--- config.mk ---
export PLATFORM = sky130hd
export DESIGN_NAME = psclim_ram
export DESIGN_NICKNAME = d
export VERILOG_FILES = /design/src/hdl/psclim_ram.sv
export SDC_FILE = /design/constraint.sdc
export NUM_CORES = 1
export LEC_CHECK = 0
export ABC_AREA = 1
export BUFFER_PORTS_ARGS = -buffer_cell sky130_fd_sc_hd__buf_2
export CAP_MARGIN = 40
export CORE_AREA = 2 2 111 113
export CTS_CLUSTER_SIZE = 25
export DETAILED_ROUTE_END_ITERATION = 8
export DIE_AREA = 0 0 113 115
export GPL_ROUTABILITY_DRIVEN = 1
export MAX_ROUTING_LAYER = met4
export PLACE_DENSITY = 0.66
export SKIP_LAST_GASP = 1
export SLEW_MARGIN = 20
export SYNTH_ARGS = -nofsm -noshare
export SYNTH_HDL_FRONTEND = slang
export SYNTH_SLANG_ARGS = --single-unit
--- constraint.sdc ---
create_clock -name clk -period 1.55 [get_ports clk]
set_clock_uncertainty 0.15 [all_clocks]
set_input_delay 0.2325 -clock clk [delete_from_list [all_inputs] [get_ports clk]]
set_output_delay 0.2325 -clock clk [all_outputs]
set_load 0.05 [all_outputs]
--- src/hdl/psclim_ram.sv ---
// Generic simple dual-port RAM: one write port, one read port with registered
// read data. No dependencies.

module psclim_ram #(
  parameter int WIDTH = 8,
  parameter int DEPTH = 16
) (
  input  logic                                  clk,
  input  logic                                  wr_en,
  input  logic [(DEPTH > 1 ? $clog2(DEPTH) : 1)-1:0] wr_addr,
  input  logic [WIDTH-1:0]                      wr_data,
  input  logic [(DEPTH > 1 ? $clog2(DEPTH) : 1)-1:0] rd_addr,
  output logic [WIDTH-1:0]                      rd_data
);

  logic [WIDTH-1:0] mem [DEPTH];

  always_ff @(posedge clk) begin
    if (wr_en) begin
      mem[wr_addr] <= wr_data;
    end
    rd_data <= mem[rd_addr];
  end

endmodule

== Word-level counts from Yosys, hierarchy flattened ==
Memory sizes are Yosys's and may differ from the RTL's. A register that Yosys moved wholly into a read port is not among the register bits.
Index checks and enable logic that the tools add are counted.

* Add/subtract/negate cells: 0
* Multipliers: 0
* Divide/modulo/power cells: 0
* Magnitude comparators: 0
* Equality and inequality tests: 0
* Shift-type cells: 0
* Mux-type cells: 2
* Bitwise operators: 0
* Reductions and logical operators: 0

{| class="wikitable"
|+ Operators by type and width
! kind !! number
|-
| $mux W1 || 2
|}

* Register bits after elaboration: 0
* Bits in latches: 0
* Bits in writable memories: 128
* ROM bits: 0
* Input bits: 18
* Output and inout port bits: 8
* Logic and storage cells: 3
* Memories kept: 1

{| class="wikitable"
|+ Memories
! memory !! words !! width !! read ports !! clocked after Yosys merged registers in !! wr ports !! RTL line !! text
|-
| mem || 16 || 8 || 1 || 1 || 1 || 16 || <nowiki>logic [WIDTH-1:0] mem [DEPTH];</nowiki>
|}

== Logic depth before layout (Yosys ltp) ==
* Depth after elaboration: 2
* Depth in mapped cells: 8

== Worst setup path after synthesis ==
OpenSTA, ideal clock, no wires.

* Path type: input to register
* Start: input wr_addr[2] (netlist bit)
* End: memory mem[10][0] (enable)
* Setup time: 0.370 ns
* Arrival: 0.813 ns
* Required time: 1.030 ns
* Setup slack: 0.217 ns
* Stages: 2
* Path through: nand3b_1 -> nor2_1

{| class="wikitable"
|+ RTL lines
! what !! RTL line !! text
|-
| start, declared || 10 || <nowiki>input logic [(DEPTH > 1 ? $clog2(DEPTH) : 1)-1:0] wr_addr,</nowiki>
|-
| end, declared || 16 ||
|}

Straight into the memory's write port.

== Worst setup path in the final report ==
* Start: register rd_data[1] (read register of mem)
* End: output rd_data[1]

{| class="wikitable"
|+ RTL lines
! what !! RTL line !! text
|-
| start, declared || 13 || <nowiki>output logic [WIDTH-1:0] rd_data</nowiki>
|}

No word-level cell between the ends.

==> metrics.yaml <==
worst-path-stages: 1
die_h_um: 115
crit_chain: "buf_2"
ctsRootBufferMaster: "clkbuf_16"
syn_area_per_cell_sq_um: 10.5
area_delta_synth_final_pct: 16.1
yosysWarnings: 0
total_power_uw: 8350
syn_inst: 551
portBuffers: 25
drive_above_1_share: 0.133
crit_buf_inv: 1
hold_violations: 0
syn_area_sq_mm: 0.00577
worstMarginPinSlew_ns: 0.369
grt_pass1_vias: 3888
violations: "design-rule violations"
path_max_fanout: 1
endpoint: "rd_data[1]"
post_dp_cell_area_sq_mm: 0.00615
num_io_pins: 26
min_path_type: "input port to flip-flop"
fin_crit_ns: 1.41
gp_congestion: 0.807
post_drt_wl_per_cell_um: 16.4
ant_nets: 0
core_area_sq_mm: 0.0118
nets: 615
synth.net_count: 569
start_kind: "flip-flop"
slowest_delay_ns: 0.35
final-setup-viol-count: 0
final_core_util: 0.567
avgViaCountPerCell: 5.06
rsz0062_at_grt: "no"
antenna_found_initial: 0
synth_seq_area_share: 0.694
setup-tns-final_ns: 0
post_cts_resized: 0
htree_num_levels: 4
slew_headroom: 0.754
cpLargestDelayFamily: "flip-flops"
slew_violations: 0
status: "finished, violations left"
hpwl_um: 7810
clk_pin_slew_ns: 0.06
die-area_sq_mm: 0.0130
crit_type: "flip-flop to output pin"
track_usage: 0.214
dr_total_vias: 3830
maxCapViolations: 0
critPathRequiredTime_ns: 1.17
initialDrtViolationCount: 255
r2r_setup_slack_ns: 0.40
grt_max_degree: 65
drt_wl_total_um: 12400
clk_path_buf_depth: 2
clkLatencyLatePin_ns: 0.41
cts_tree: "done"
critPathArrivalTime_ns: 1.03
p_per_area_mw_per_mm2: 1250
post-route-period-util: 0.913
r2r-start: "mem[7][4]"
cp-startpoint: "rd_data[1]"
r2r_cells: 6
ys_ff_latch: 136
cts.sink_count: 136
drtPass1Iterations: 9
post-cts-setup-buffers: 0
fin_area_sq_mm: 0.00669
endpoint_kind: "output pin"
reg2reg_to: "rd_data[4]"
vdd_drop_max_uv: 711
cp_slowest_cell: "dfxtp_1"
leakagePower_uw: 0.00292
cts_buffers: 17
fillers: 997
synthDistinctLibCells: 12
drc: 1
grt_overflow_total: 0
fmax_mhz: 707
n_antenna_cell: 0
rows: 40
hold_buffers: 0
grt_pass1_wl_um: 19900
die_x_um: 113
start_util: 0.488
[cells by family (layout without fill, tap and decap cells)]
kind of cell,after synthesis,in the layout,share of synthesized area
AND/OR/NAND/NOR,289,289,0.210
flip-flops,136,136,0.694
buffers and inverters,126,185,0.0952
[layout make-up]
cell class | count | area [sq um] | share of cell area
clock buffer | 17 | 425 | 0.0636
clock inverter | 15 | 113 | 0.0168
inverter | 102 | 383 | 0.0572
multi-input combinational | 289 | 1210 | 0.181
sequential | 136 | 4000 | 0.598
tap | 147 | 184 | 0.0275
timing repair buffer | 51 | 370 | 0.0553
[synthesized netlist by cell type (all sizes together)]
| master | n | share of area |
|---|---|---|
| edfxtp | 128 | 0.67 |
| nand3b | 2 | 0.0026 |
| nand3 | 97 | 0.084 |
| buf | 24 | 0.029 |
| dfxtp | 8 | 0.028 |
| inv | 102 | 0.066 |
| nand2 | 173 | 0.11 |
| nor2 | 17 | 0.011 |
[per-stage QoR]
stage               std cells  worst slack (ns)  hold WS (ns)
global placement          725             0.143         0.497
finish                    757             0.135        0.0751
CTS                       757            0.0991        0.0676
global route              757            0.0754        0.0745
detailed placement        725             0.135         0.508
floorplan                 551             0.217         0.181
[layout by cell type, fill, tap and decap left out]
cell type	count
edfxtp_1	128
nand3b_1	2
clkinvlp_4	4
nand2_1	173
nand3_1	97
buf_4	22
dfxtp_1	8
clkinv_1	4
clkbuf_16	17
inv_2	2
nor2_1	17
clkinv_2	4
buf_12	4
inv_1	100
clkinv_4	2
buf_2	25
bufinv_16	1
[state kept, by name, summed over array words and instances (netlist names)]
register and flops:
mem 128, rd_data 8
[routing by layer]
metal  share of wire  GRT usage  vias up
met2            0.49      0.340      120
met5               0          -        -
li1                -          -     1862
met4           0.026     0.0992        0
met3           0.053     0.0522       27
met1            0.43      0.260     1821
[worst min path at each step]
stage	start	to	slack, ns	depth (start not counted)
after detailed placement	wr_data[1]	mem[4][1]	0.51	1
after floorplan	wr_data[0]	mem[0][0]	0.18	0
final	wr_data[2]	mem[7][2]	0.08	1
after global routing	wr_data[2]	mem[7][2]	0.07	1
after global placement	wr_data[1]	mem[4][1]	0.50	1
after CTS	wr_data[1]	mem[4][1]	0.07	1
[power breakdown]
group / leakage (uW) / switching (uW) / total, uW / internal (uW)
clock: 0.000254 / 1460 / 3630 / 2170
combinational: 0.00144 / 422 / 588 / 166
sequential: 0.00122 / 22.0 / 4130 / 4110
total: 0.00292 / 1910 / 8350 / 6440
Note: power is estimated with default switching activity, not from simulation.
